$ cat config.mk
export PLATFORM = sky130hd
export DESIGN_NAME = pedr_out
export DESIGN_NICKNAME = d
export VERILOG_FILES = /design/src/rtl/pedr_pkg.sv /design/src/rtl/pedr_out.sv
export SDC_FILE = /design/constraint.sdc
export NUM_CORES = 1
export LEC_CHECK = 0
export ABC_AREA = 1
export BUFFER_PORTS_ARGS = -buffer_cell sky130_fd_sc_hd__buf_2
export CORE_AREA = 2 2 189 191
export DETAILED_ROUTE_END_ITERATION = 8
export DIE_AREA = 0 0 191 193
export PLACE_DENSITY = 0.87
export SYNTH_ARGS = -nofsm -noshare
export SYNTH_HDL_FRONTEND = slang
export SYNTH_SLANG_ARGS = --single-unit
$ cat constraint.sdc
create_clock -name clk -period 12.7 [get_ports clk]
set_input_delay 0.635 -clock clk [delete_from_list [all_inputs] [get_ports clk]]
set_output_delay 0.635 -clock clk [all_outputs]
set_load 0.02 [all_outputs]
$ cat src/rtl/pedr_pkg.sv
// ----------------------------------------------------------------------------
// pedr_pkg
// Types, constants and rounding helpers for the polynomial / design row unit.
// ----------------------------------------------------------------------------
`timescale 1ns / 1ps
`default_nettype none

package pedr_pkg;

	localparam int MAX_TERMS = 7;
	localparam int FRAC_BITS = 16;
	localparam int DATA_W    = 32;
	localparam int TERM_W    = 3;
	localparam int CFG_IDX_W = 3;
	localparam int PROD_W    = 2 * DATA_W;
	localparam int RND_W     = PROD_W - FRAC_BITS;
	localparam int SUM_W     = RND_W + 3;
	localparam int DIFF_W    = SUM_W + 1;
	localparam int IN_W      = 2 * DATA_W;
	localparam int OUT_RAW_W = TERM_W + 3 * DATA_W;
	localparam int OUT_W     = ((OUT_RAW_W + 7) / 8) * 8;

	typedef logic signed [DATA_W-1:0] q_t;
	typedef logic signed [PROD_W-1:0] prod_t;
	typedef logic signed [RND_W-1:0]  rnd_t;
	typedef logic signed [SUM_W-1:0]  sum_t;
	typedef logic signed [DIFF_W-1:0] diff_t;
	typedef logic [TERM_W-1:0]        term_t;

	typedef enum logic [CFG_IDX_W-1:0] {
		REG_NUM_TERMS = 3'd0,
		REG_COEF_0    = 3'd1,
		REG_COEF_1    = 3'd2,
		REG_COEF_2    = 3'd3,
		REG_COEF_3    = 3'd4,
		REG_COEF_4    = 3'd5,
		REG_COEF_5    = 3'd6,
		REG_COEF_6    = 3'd7
	} reg_idx_t;

	localparam q_t    Q_ONE  = q_t'(1 << FRAC_BITS);
	localparam prod_t HALF   = prod_t'(1) <<< (FRAC_BITS - 1);
	localparam diff_t Q_MAX  = diff_t'($signed({1'b0, {(DATA_W-1){1'b1}}}));
	localparam diff_t Q_MIN  = diff_t'($signed({1'b1, {(DATA_W-1){1'b0}}}));
	localparam term_t IDX_LAST = term_t'(MAX_TERMS - 1);

	// payload moving from cell to cell
	typedef struct packed {
		q_t                    x;
		q_t                    meas;
		sum_t                  sum;
		q_t [MAX_TERMS-1:0]    pw;
	} link_t;

	// round half up, then drop fraction bits
	function automatic rnd_t rnd(prod_t v);
		prod_t t;
		t = (v + HALF) >>> FRAC_BITS;
		return t[RND_W-1:0];
	endfunction

	function automatic q_t sat(diff_t v);
		diff_t t;
		t = v;
		if (v > Q_MAX) begin
			t = Q_MAX;
		end else if (v < Q_MIN) begin
			t = Q_MIN;
		end
		return t[DATA_W-1:0];
	endfunction

endpackage

`default_nettype wire

$ cat src/rtl/pedr_out.sv
// ----------------------------------------------------------------------------
// pedr_out
// Result stage: takes one finished sample off the chain and sends its design
// row beat by beat, with value and residual on the last beat.
// ----------------------------------------------------------------------------
`timescale 1ns / 1ps
`default_nettype none

module pedr_out import pedr_pkg::*; (
	input  wire logic              clk,
	input  wire logic              arst_n,
	input  wire logic              in_valid,
	input  wire link_t             in_link,
	input  wire term_t             n_eff,
	output logic                   en,
	output logic                   m_tvalid,
	input  wire logic              m_tready,
	// term_index, power, poly_value, residual, zero pad
	output logic [OUT_W-1:0]       m_tdata,
	output logic                   m_tlast
);

	logic               busy_q;
	term_t              cnt_q;
	q_t [MAX_TERMS-1:0] pw_q;
	q_t                 poly_q;
	q_t                 res_q;
	logic               free;
	logic               load;
	logic               beat;
	q_t                 poly_o;
	q_t                 res_o;

	assign m_tvalid = busy_q;
	assign m_tlast  = (cnt_q == n_eff - term_t'(1));
	assign beat     = m_tvalid && m_tready;
	assign free     = !busy_q || (beat && m_tlast);
	assign load     = in_valid && free;
	assign en       = !in_valid || free;

	assign poly_o  = m_tlast ? poly_q : '0;
	assign res_o   = m_tlast ? res_q : '0;
	assign m_tdata = OUT_W'({res_o, poly_o, pw_q[cnt_q], cnt_q});

	always_ff @(posedge clk or negedge arst_n) begin
		if (!arst_n) begin
			busy_q <= 1'b0;
			cnt_q  <= '0;
		end else if (load) begin
			busy_q <= 1'b1;
			cnt_q  <= '0;
		end else if (beat) begin
			if (m_tlast) begin
				busy_q <= 1'b0;
			end else begin
				cnt_q <= cnt_q + term_t'(1);
			end
		end
	end

	always_ff @(posedge clk) begin
		if (load) begin
			pw_q   <= in_link.pw;
			poly_q <= sat(diff_t'(in_link.sum));
			res_q  <= sat(diff_t'(in_link.meas) - diff_t'(in_link.sum));
		end
	end

endmodule

`default_nettype wire

Yosys cells after proc, flatten, opt, wreduce, memory -nomap -nowiden
Index checks and enable logic that the tools add are counted.
{"block": "word_totals", "register_bits": 292, "in_bits": 346, "out_inout_bits": 107, "elab_cells": 44}
{"block": "op_classes", "add_sub_neg": 3, "order_cmp": 5, "eq_ne": 2, "muxes": 12, "reduce_logical": 11}
{"operator": "32-bit two-way mux", "n": 5}
{"operator": "32-bit binary-select mux with 3-bit select", "n": 1}
{"operator": "52-bit by 32-bit greater-than comparator with 1-bit output, second input constant", "n": 1}
{"operator": "52-bit by 32-bit less-than comparator with 1-bit output, second input constant", "n": 1}
{"operator": "32-bit by 51-bit subtractor with 52-bit output", "n": 1}
{"operator": "51-bit by 32-bit greater-than comparator with 1-bit output, second input constant", "n": 1}
{"operator": "51-bit by 32-bit less-than comparator with 1-bit output, second input constant", "n": 1}
{"operator": "3-bit two-way mux", "n": 3}
{"operator": "3-bit by 4-bit less-than comparator with 1-bit output, second input constant", "n": 1}
{"operator": "2-bit AND reduction", "n": 2}
{"operator": "2-bit nonzero test", "n": 2}
{"operator": "3-bit by 1-bit adder with 3-bit output, second input constant", "n": 1}
{"operator": "3-bit equality test", "n": 1}
{"operator": "1-bit logical AND", "n": 3}
{"operator": "1-bit two-way mux", "n": 3}
{"operator": "3-bit by 1-bit subtractor with 3-bit output, second input constant", "n": 1}
{"operator": "1-bit logical NOT", "n": 2}
{"operator": "1-bit logical OR", "n": 2}
{"operator": "2-bit by 1-bit != test with 1-bit output, second input constant", "n": 1}

Depth between registers and ports, before layout
Gate-level depths: netlist (run 1).
{"block": "depth", "ltp_word": 7, "ltp_mapped": 22, "ltp_nobuf": 21}

Worst setup path before layout (run 1)
OpenSTA, ideal clock, no wires.
{"block": "synth_path", "kind": "input to register", "startpoint": "input port n_eff[0]", "endpoint": "register poly_q[0] (enable)", "setup_time_ns": 0.948, "arrival_time_ns": 13.734, "required_ns": 11.752, "slack_ns": -1.982, "stages": 10, "path_buffers": 0, "cell_sequence": "inv_1 > ha_1 > xnor2_1 > a21oi_1 > nand2_1 > inv_1 > nor2_1 > nor2_1 > inv_1 > nor2_1"}
{"block": "synth_via", "elab_chain_len": 5}
{"element": "from (decl)", "line_no": "pedr_out.sv:14", "source": "input wire term_t n_eff,"}
{"element": "3-bit by 1-bit subtractor with 3-bit output", "line_no": "pedr_out.sv:35", "source": "assign m_tlast = (cnt_q == n_eff - term_t'(1));"}
{"element": "3-bit equality test", "line_no": "pedr_out.sv:35"}
{"element": "via m_tlast", "line_no": "pedr_out.sv:20", "source": "output logic m_tlast"}
{"element": "1-bit logical AND", "line_no": "pedr_out.sv:37", "source": "assign free = !busy_q || (beat && m_tlast);"}
{"element": "1-bit logical OR", "line_no": "pedr_out.sv:37"}
{"element": "1-bit logical AND", "line_no": "pedr_out.sv:38", "source": "assign load = in_valid && free;"}
{"element": "via load", "line_no": "pedr_out.sv:29", "source": "logic load;"}
{"element": "to (signal assigned)", "line_no": "pedr_out.sv:64", "source": "poly_q <= sat(diff_t'(in_link.sum));"}
{"element": "to (decl)", "line_no": "pedr_out.sv:26", "source": "q_t poly_q;"}
The timed path passes the listed nets, and every way through them passes these cells.
A chain may end at the register's enable or synchronous reset.

Worst setup path after layout (run 1)
{"block": "layout_path", "startpoint": "register cnt_q[0]", "endpoint": "register poly_q[7] (enable)"}
{"block": "layout_via", "elab_chain_len": 4}
{"element": "from (decl)", "line_no": "pedr_out.sv:24", "source": "term_t cnt_q;"}
{"element": "from (signal assigned)", "line_no": "pedr_out.sv:56", "source": "cnt_q <= cnt_q + term_t'(1);"}
{"element": "3-bit equality test", "line_no": "pedr_out.sv:35"}
{"element": "1-bit logical AND", "line_no": "pedr_out.sv:37"}
{"element": "1-bit logical OR", "line_no": "pedr_out.sv:37"}
{"element": "1-bit logical AND", "line_no": "pedr_out.sv:38"}
{"element": "via load", "line_no": "pedr_out.sv:29"}
The timed path passes the listed nets, and every way through them passes these cells.

==> results of run 1 <==
## report_power, final
part           internal [uW]  total, uW  switching, uW
Combinational            385       1320            934
Sequential              1170       1200           37.4
Clock                    454        813            359
## cells in the mapped netlist (all sizes together)
master / n / share of area (%)
o21a: 2 / 0.089
nand4: 15 / 0.56
fa: 1 / 0.12
o32ai: 32 / 1.7
o31ai: 1 / 0.045
xor2: 24 / 1.2
dfrtp: 4 / 0.59
nand3: 86 / 2.8
o21ai: 70 / 2.1
nand3b: 4 / 0.25
o41ai: 1 / 0.052
and2: 3 / 0.11
o21bai: 6 / 0.27
clkbuf: 50 / 1.1
xnor2: 11 / 0.57
inv: 352 / 7.8
a21o: 1 / 0.045
nor4: 6 / 0.22
a32o: 1 / 0.059
nor2: 370 / 8.4
a21boi: 1 / 0.045
and3: 2 / 0.074
ha: 53 / 3.9
o22ai: 1 / 0.037
nor3: 10 / 0.33
buf: 21 / 0.85
a21oi: 38 / 1.1
edfxtp: 288 / 51
nand2: 573 / 13
clkinv: 1 / 0.022
a31oi: 34 / 1.3
conb: 1 / 0.022
## cells in the final DEF, fill, tap and decap left out, types with 8 or more instances in the layout
cell type,netlist,routed
nand4_1,15,15
nand2_1,564,563
o21ai_0,70,69
nor2_1,360,359
xor2_1,24,24
clkbuf_1,50,11
nand2_2,8,9
ha_1,53,53
nand3_1,79,79
xnor2_1,11,11
nor2_2,8,8
edfxtp_1,288,288
a31oi_1,34,34
nor3_1,9,9
buf_2,0,415
o32ai_1,32,32
inv_1,348,347
clkbuf_16,0,29
a21oi_1,38,38
## layout make-up
class	instances	area, sq um
clock buffers	42	795
diodes	5	12.5
multi-input cells	1351	6510
fillers	2979	14700
flip-flops and latches	292	8750
inverters	353	1330
well taps	461	577
clock inverters	11	85.1
repair buffers	424	2160
## registers in the layout, indices dropped and copies added (netlist names)
| name | count |
|---|---|
| res_q | 32 |
| cnt_q | 3 |
| m_tvalid | 1 |
| pw_q | 224 |
| poly_q | 32 |
## layer usage
metal,part of all wire (%),routed length (um),up-vias,track usage (%)
li1,-,-,7377,-
met1,35,18900,7073,30.6
met2,48,25600,717,47.1
met3,9.7,5150,195,6.10
met4,6.7,3550,8,18.4
met5,0.11,57,-,0
## through the flow
step,util [%],area [sq um],cells,setup slack (ns),power (uW)
after floorplan,-,16900,2067,3.00,2090
after global placement,55.2,19300,2880,8.55,2470
after detailed placement,55.2,19300,2880,8.39,2510
after CTS,57.8,20200,2934,8.41,3330
after global routing,57.8,20200,2935,8.06,3490
final,57.8,20200,2939,8.25,3340
## what timing repair did
item	CTS	global route
resized for setup	0	0
endpoints found under the hold margin	4	0
hold buffers	1	0
setup buffers	0	0
## path summary, 6_finish.rpt
kind | start | end | slack (ns) | cells after the start
worst max-delay path | cnt_q[0] | poly_q[7] | 8.25 | 11
worst min-delay path | in_link[135] | pw_q[135] | 0.25 | 1
worst max register to register | cnt_q[0] | poly_q[7] | 8.25 | 11
worst min register to register | m_tvalid | m_tvalid | 0.69 | 4
max in group asynchronous | arst_n | cnt_q[1] | 12.07 | 2
min in group asynchronous | arst_n | m_tvalid | 0.49 | 2
## kinds of logic (layout without fill, tap and decap cells)
logic type	count (synthesis)	after routing	synth area share, %
flip-flops	292	292	51.9
AO/OA/AOI/OAI	188	188	6.77
other	1	10	0.0222
XOR/XNOR	35	35	1.82
AND/OR/NAND/NOR	1069	1069	25.7
adder cells (fa/ha/maj)	54	54	4.05
buffers and inverters	424	830	9.81
==> run_results.csv, run 1 <==
group,metric,value,unit
outcome,outcome,"completed",
sta,worst_slew_pin_slew,1.19,ns
sta,maxSlewHeadroom,20.4,%
grt,antenna_found_initial,6,
pwr,powerDensity,165,nW/um^2
sta,fin_worst_skew,0.0250,ns
grt,track_usage,27.4,%
sta,hold_slack,0.250,ns
clock_network,clockRootBuffer,"clkbuf_16",
die,die_area,36900,sq um
die,fp-row-count,69,
die,die_y,193,um
setup_path,critPathCaptureType,"flop",
yosys,ys_types,42,
yosys,mappedNetlistArea,16900,sq um
setup_path,cp-start-kind,"flop",
placement,hpwl,39.9,mm
setup_path,critPathBufInv,5,
die,boundaryPins,453,
setup_path,crit_arrival,4.62,ns
drt,wirelength,53.2,mm
pwr,ir_drop,0.144,mV
yosys,synth_seq_cells,292,
drt,dr.pass1.iters,6,
yosys,ys_seq_area_share,51.9,%
setup_path,crit_path_cell_trace,"buf_4 -> nand2_1 -> a21oi_1 -> nand2_2 -> buf_4 -> inv_1 -> nor2_1 -> nor2_1 -> inv_1 -> nor2_4 -> buf_12",
setup_path,crit_path_top_delay_cell,"buf_4",
clock_network,cts_tree,"done",
yosys,syn_inst,2063,
die,core-area,35000,sq um
clock_network,h-tree-depth,1,
sta,period_needed,4.45,ns
run,maxCapViolations,0,
drt,avgViaCountPerCell,5.23,
setup_path,cp_top_family,"buffers and inverters",
grt,gr-total-overflow,0,
sta,finalCritPeriodShare,35.0,%
clock_network,path_clk_slew,0.07,ns
sta,hold_viol,0,
clock_network,cts_made_buffers,29,
die,die_x,191,um
drt,routedWlPerCell,18.1,um
die,start_util,48.2,%
setup_path,path_class,"flop to flop",
sta,rsz0062_at_grt,"no",
clock_network,clock_path_buffers,3,
final_layout,final_nets,2851,
grt,grt_pass1_vias,14900,
hold_path,min_path_type,"primary input to flop",
drt,drtIter0Drc,1233,
sta,clock.fmax,0.225,GHz
drt,remaining_drc_errors,0,
setup_path,required,12.87,ns
final_layout,area_growth,19.9,%
final_layout,drive_above_1_share,20.2,%
drt,postRouteAntennaNets,0,
pwr,p_leak,0.00978,uW
drt,num_vias,15400,
placement,portBuffers,415,
clock_network,clk_latency,0.56,ns
clock_network,clock-sinks,292,
placement,place_congestion,0.988,
sta,fin_tns_setup,0,ns
sta,setup_viol,0,
sta,final-max-slew-violation-count,0,
yosys,ys_warn_count,0,
grt,grt_max_degree,199,
yosys,postSynthAreaPerCell,8.18,sq um
grt,grt_pass1_wl,77.9,mm
setup_path,critPathMaxFanout,198,
setup_path,slowest_delay,0.78,ns
No activity file was read; power rests on OpenSTA's default activity.
==> inputs of run 2 (changes only) <==
--- a/config.mk
+++ b/config.mk
@@ -7,10 +7,10 @@
 export LEC_CHECK = 0
 export ABC_AREA = 1
 export BUFFER_PORTS_ARGS = -buffer_cell sky130_fd_sc_hd__buf_2
-export CORE_AREA = 2 2 189 191
+export CORE_AREA = 2 2 180 182
 export DETAILED_ROUTE_END_ITERATION = 8
-export DIE_AREA = 0 0 191 193
-export PLACE_DENSITY = 0.87
+export DIE_AREA = 0 0 182 184
+export PLACE_DENSITY = 0.91
 export SYNTH_ARGS = -nofsm -noshare
 export SYNTH_HDL_FRONTEND = slang
 export SYNTH_SLANG_ARGS = --single-unit
==> constraint.sdc (replaced) <==
create_clock -name clk -period 4.6 [get_ports clk]
set_input_delay 0.23 -clock clk [delete_from_list [all_inputs] [get_ports clk]]
set_output_delay 0.23 -clock clk [all_outputs]
set_load 0.02 [all_outputs]
==> run_results.csv, run 2 (synthesis gave the netlist of run 1 again) <==
group,metric,value,unit
drt,routedWlPerCell,22.6,um
setup_path,crit_path_cell_trace,"inv_4 -> buf_4 -> nor2_1 -> o32ai_1 -> nor2_1 -> a31oi_1 -> buf_2",
drt,dr.pass1.iters,8,
sta,hold_viol,0,
final_layout,drive_above_1_share,18.9,%
die,die_y,184,um
final_layout,layout_commonest_cell,"nand2_1",
setup_path,path_class,"flop to primary output",
grt,track_usage,40.5,%
final_layout,area_growth,35.6,%
setup_path,critPathMaxFanout,67,
sta,fin_worst_skew,0.0127,ns
clock_network,clock_path_buffers,3,
sta,clock.fmax,0.241,GHz
grt,gr-total-overflow,0,
hold_path,min_path_type,"primary input to flop",
setup_path,crit_path_top_delay_cell,"a31oi_1",
clock_network,cts_made_buffers,30,
setup_path,r2r_start,"cnt_q[0]",
setup_path,cp_top_family,"buffers and inverters",
drt,remaining_drc_errors,0,
drt,wirelength,71.1,mm
run,maxCapViolations,1,
clock_network,clockRootBuffer,"clkbuf_16",
die,start_util,53.7,%
placement,place_congestion,0.993,
die,fp-row-count,65,
grt,antenna_found_initial,6,
clock_network,cts_hold_buf,258,
sta,rsz0062_at_grt,"no",
placement,placedCellCount,2823,
sta,period_needed,4.15,ns
setup_path,critPathCaptureType,"primary output",
setup_path,crit_top_cell,"nor2_1",
pwr,powerDensity,441,nW/um^2
placement,portBuffers,415,
outcome,outcome,"complete, but fails checks",
drt,num_vias,18200,
sta,final-max-slew-violation-count,2,
placement,post_dp_cell_area,19300,sq um
clock_network,h-tree-depth,1,
final_layout,utilization,72.9,%
final_layout,final_nets,3111,
setup_path,required,4.37,ns
clock_network,post_cts_buffers,0,
grt,grt_pass1_wl,102,mm
sta,setup_viol,0,
sta,worst_slew_pin_slew,1.58,ns
final_layout,instances_no_fill,3145,
final_layout,layout_common_cells,"nand2_1 (563), buf_2 (415), nor2_1 (357)",
die,die_x,182,um
sta,finalCritPeriodShare,90.3,%
final_layout,largest_reg_flops,224,
placement,hpwl,40.7,mm
clock_network,path_clk_slew,0.06,ns
clock_network,clk_latency,0.59,ns
setup_path,slowest_delay,0.74,ns
grt,grt_max_degree,106,
drt,avgViaCountPerCell,5.78,
drt,postRouteAntennaNets,0,
clock_network,cts_resized,0,
final_layout,max_flop_register,"pw_q",
drt,drtIter0Drc,2473,
clock_network,cts_tree,"done",
final_layout,design_area,22900,sq um
hold_path,hold_start,"in_link[246]",
pwr,ir_drop,0.372,mV
setup_path,crit_arrival,3.92,ns
clock_network,clock-sinks,292,
grt,grt_pass1_vias,17700,
final_layout,top_regs,"pw_q (224), poly_q (32), res_q (32)",
die,core-area,31400,sq um
setup_path,critPathBufInv,3,
sta,maxSlewHeadroom,-6.18,%
outcome,violations,"capacitance limit, slew limit",
die,die_area,33500,sq um
setup_path,cp-startpoint,"cnt_q[0]",
setup_path,cp-start-kind,"flop",
die,boundaryPins,453,
pwr,p_leak,0.0109,uW
==> run 2: cell types whose count changed in the layout (fill, tap and decap cells not counted), moves of 3 or more <==
cell,before,now
diode_2,5,8
clkbuf_1,11,5
clkinv_2,2,10
dlygate4sd3_1,1,258
==> run 2: path summary, 6_finish.rpt <==
path | end | cells past startpoint | slack [ns]
max reg2reg | poly_q[4] | 10 | 1.12
min reg2reg | cnt_q[0] | 4 | 0.85
max in group asynchronous | cnt_q[1] | 2 | 4.38
min in group asynchronous | cnt_q[0] | 2 | 0.07
max | m_tdata[18] | 7 | 0.45
min | poly_q[22] | 3 | 0.05
==> run 2: per-stage QoR <==
step                worst slack, ns  hold WS (ns)  TNS (ns)  total power, uW
detailed placement             1.17        0.0453         0             6940
global placement               1.20        0.0381         0             6850
global route                  0.368        0.0247         0            10400
CTS                           0.805       0.00976         0             9560
floorplan                     -1.34       -0.0656   -387.80             5760
finish                        0.448        0.0458         0            10100
==> run 2: power breakdown <==
group / internal, uW / switching, uW
Clock: 1380 / 1150
Combinational: 1220 / 2880
Sequential: 3210 / 246
Total: 5810 / 4270
==> run 2: area by class of cell <==
class | count | area, sq um
Clock inverter | 21 | 211
Sequential cell | 292 | 8750
Fill cell | 2080 | 8520
Antenna cell | 8 | 20.0
Tap cell | 402 | 503
Clock buffer | 35 | 769
Timing Repair Buffer | 683 | 4770
Multi-Input combinational cell | 1351 | 6520
Inverter | 353 | 1330
==> run 2: metal layers <==
| layer | GRT usage [%] | share of wire (%) |
|---|---|---|
| met5 | 0 | 0.12 |
| met4 | 32.6 | 10 |
| met3 | 11.2 | 13 |
| met2 | 65.2 | 44 |
| met1 | 45.4 | 32 |
==> run 2: worst reg2reg max path, stage by stage, from the launching register on <==
cell and delay, ns:
dfrtp_2 0.73, inv_4 0.38, nand2_1 0.08, a21oi_1 0.17
nand2_2 0.10, inv_2 0.09, nor2_4 0.05, nor2_2 0.18
inv_2 0.09, nor2_4 0.63, buf_12 0.53
==> inputs of run 3 (changes only) <==
==> constraint.sdc (replaced) <==
create_clock -name clk -period 4.57 [get_ports clk]
set_input_delay 0.2285 -clock clk [delete_from_list [all_inputs] [get_ports clk]]
set_output_delay 0.2285 -clock clk [all_outputs]
set_load 0.02 [all_outputs]
==> run_results.csv, run 3 (synthesis gave the netlist of run 1 again) <==
group,metric,value,unit
setup_path,slowest_delay,0.86,ns
clock_network,h-tree-depth,1,
sta,maxSlewHeadroom,26.7,%
placement,place_congestion,1.00,
final_layout,layout_commonest_cell,"nand2_1",
sta,setup_viol,0,
clock_network,clk_latency,0.59,ns
sta,fin_worst_skew,0.0181,ns
final_layout,top_regs,"pw_q (224), poly_q (32), res_q (32)",
grt,gr-total-overflow,0,
clock_network,post_cts_buffers,0,
final_layout,largest_reg_flops,224,
drt,avgViaCountPerCell,5.76,
drt,remaining_drc_errors,0,
grt,grt_pass1_vias,17600,
hold_path,min_path_type,"primary input to async pin",
die,boundaryPins,453,
setup_path,crit_top_cell,"nor2_1",
sta,worst_slew_pin_slew,1.09,ns
drt,num_vias,18100,
final_layout,instances_no_fill,3149,
sta,hold_viol,0,
die,fp-row-count,65,
die,die_area,33500,sq um
final_layout,final_nets,3114,
setup_path,critPathMaxFanout,96,
setup_path,crit_path_top_delay_cell,"a31oi_1",
pwr,powerDensity,452,nW/um^2
die,die_y,184,um
grt,grt_max_degree,111,
sta,finalCritPeriodShare,97.7,%
final_layout,drive_above_1_share,18.9,%
pwr,ir_drop,0.454,mV
clock_network,cts_made_buffers,31,
grt,grt_pass1_wl,104,mm
clock_network,clockRootBuffer,"clkbuf_16",
clock_network,clock-sinks,292,
sta,clock.fmax,0.224,GHz
placement,portBuffers,415,
die,die_x,182,um
setup_path,required,4.34,ns
die,core-area,31400,sq um
placement,placedCellCount,2824,
drt,routedWlPerCell,22.6,um
setup_path,worst_r2r_path_depth,9,
setup_path,path_class,"flop to primary output",
final_layout,utilization,73.2,%
die,start_util,53.7,%
clock_network,path_clk_slew,0.07,ns
outcome,outcome,"completed",
setup_path,crit_arrival,4.24,ns
setup_path,critPathCaptureType,"primary output",
pwr,p_leak,0.0110,uW
clock_network,clock_path_buffers,3,
setup_path,cp-start-kind,"flop",
clock_network,cts_tree,"done",
final_layout,area_growth,36.2,%
drt,dr.pass1.iters,8,
setup_path,r2r_start,"cnt_q[1]",
run,maxCapViolations,0,
setup_path,r2r_end,"pw_q[56]",
final_layout,n_fill_cell,2074,
grt,track_usage,41.4,%
sta,period_needed,4.46,ns
setup_path,crit_path_cell_trace,"inv_4 -> buf_4 -> nor2_1 -> o32ai_1 -> nor2_1 -> a31oi_1 -> buf_2",
final_layout,layout_common_cells,"nand2_1 (563), buf_2 (415), nor2_1 (357)",
placement,dp_worst_setup_slack,1.12,ns
final_layout,max_flop_register,"pw_q",
drt,drtIter0Drc,2447,
grt,antenna_found_initial,11,
placement,hpwl,40.6,mm
sta,final-max-slew-violation-count,0,
sta,rsz0062_at_grt,"no",
drt,postRouteAntennaNets,0,
setup_path,ff2ff_setup_slack,1.34,ns
drt,wirelength,71.1,mm
sta,timing.final.ws_setup,0.106,ns
## run 3: critical path: cells and delay by family (launching register included)
family                 cells  cell delay [ns]
buffers and inverters      3             1.46
AND/OR/NAND/NOR            2             0.39
AO/OA/AOI/OAI              2             1.34
flip-flops                 1             0.44
## run 3: area by class of cell
cell class | count | area [sq um] | area share, %
Antenna cell | 8 | 20.0 | 0.0871
Clock buffer | 44 | 885 | 3.85
Clock inverter | 14 | 178 | 0.773
Inverter | 353 | 1330 | 5.78
Multi-Input combinational cell | 1351 | 6530 | 28.4
Sequential cell | 292 | 8750 | 38.1
Tap cell | 402 | 503 | 2.19
Timing Repair Buffer | 685 | 4780 | 20.8
## run 3: how the worst max path moves through the flow
stage | startpoint | end | slack, ns | depth (start not counted)
4_1_cts | cnt_q[1] | m_tdata[6] | 1.10 | 6
3_3_place_gp | in_link[275] | res_q[24] | 1.20 | 19
6_report | cnt_q[0] | m_tdata[23] | 0.11 | 7
3_5_place_dp | in_link[275] | res_q[27] | 1.12 | 19
5_1_grt | cnt_q[0] | m_tdata[23] | 0.16 | 7
2_1_floorplan | cnt_q[0] | poly_q[0] | -1.37 | 10
## run 3: metal layers
| layer | up-vias | GRT usage [%] | wire [um] |
|---|---|---|---|
| met2 | 1606 | 66.1 | 32000 |
| met4 | 4 | 30.3 | 6260 |
| met5 | - | 1.48 | 76 |
| li1 | 7904 | - | - |
| met1 | 8135 | 47.0 | 23600 |
| met3 | 475 | 13.0 | 9170 |
## run 3: repair_timing
| item | 4_1_cts | 5_1_grt |
|---|---|---|
| hold endpoints to repair | 263 | 0 |
| resized for setup | 0 | 0 |
| hold buffers | 259 | 0 |
## run 3: report_power, final
group	leakage [uW]	internal [uW]	switching, uW
Clock	0.000516	1530	1180
Sequential	0.00264	3240	144
Combinational	0.00782	1230	3070
Total	0.0110	5990	4390
## run 3: through the flow
| step | power, uW | hold slack (ns) | cell area (sq um) | setup TNS (ns) |
|---|---|---|---|---|
| after floorplan | 5800 | -0.0671 | 16900 | -396.47 |
| after global placement | 6890 | 0.0375 | 19300 | 0 |
| after detailed placement | 7010 | 0.0406 | 19300 | 0 |
| after CTS | 9790 | 0.0637 | 23000 | 0 |
| after global routing | 10700 | 0.0476 | 23000 | 0 |
| final | 10400 | 0.0487 | 23000 | 0 |
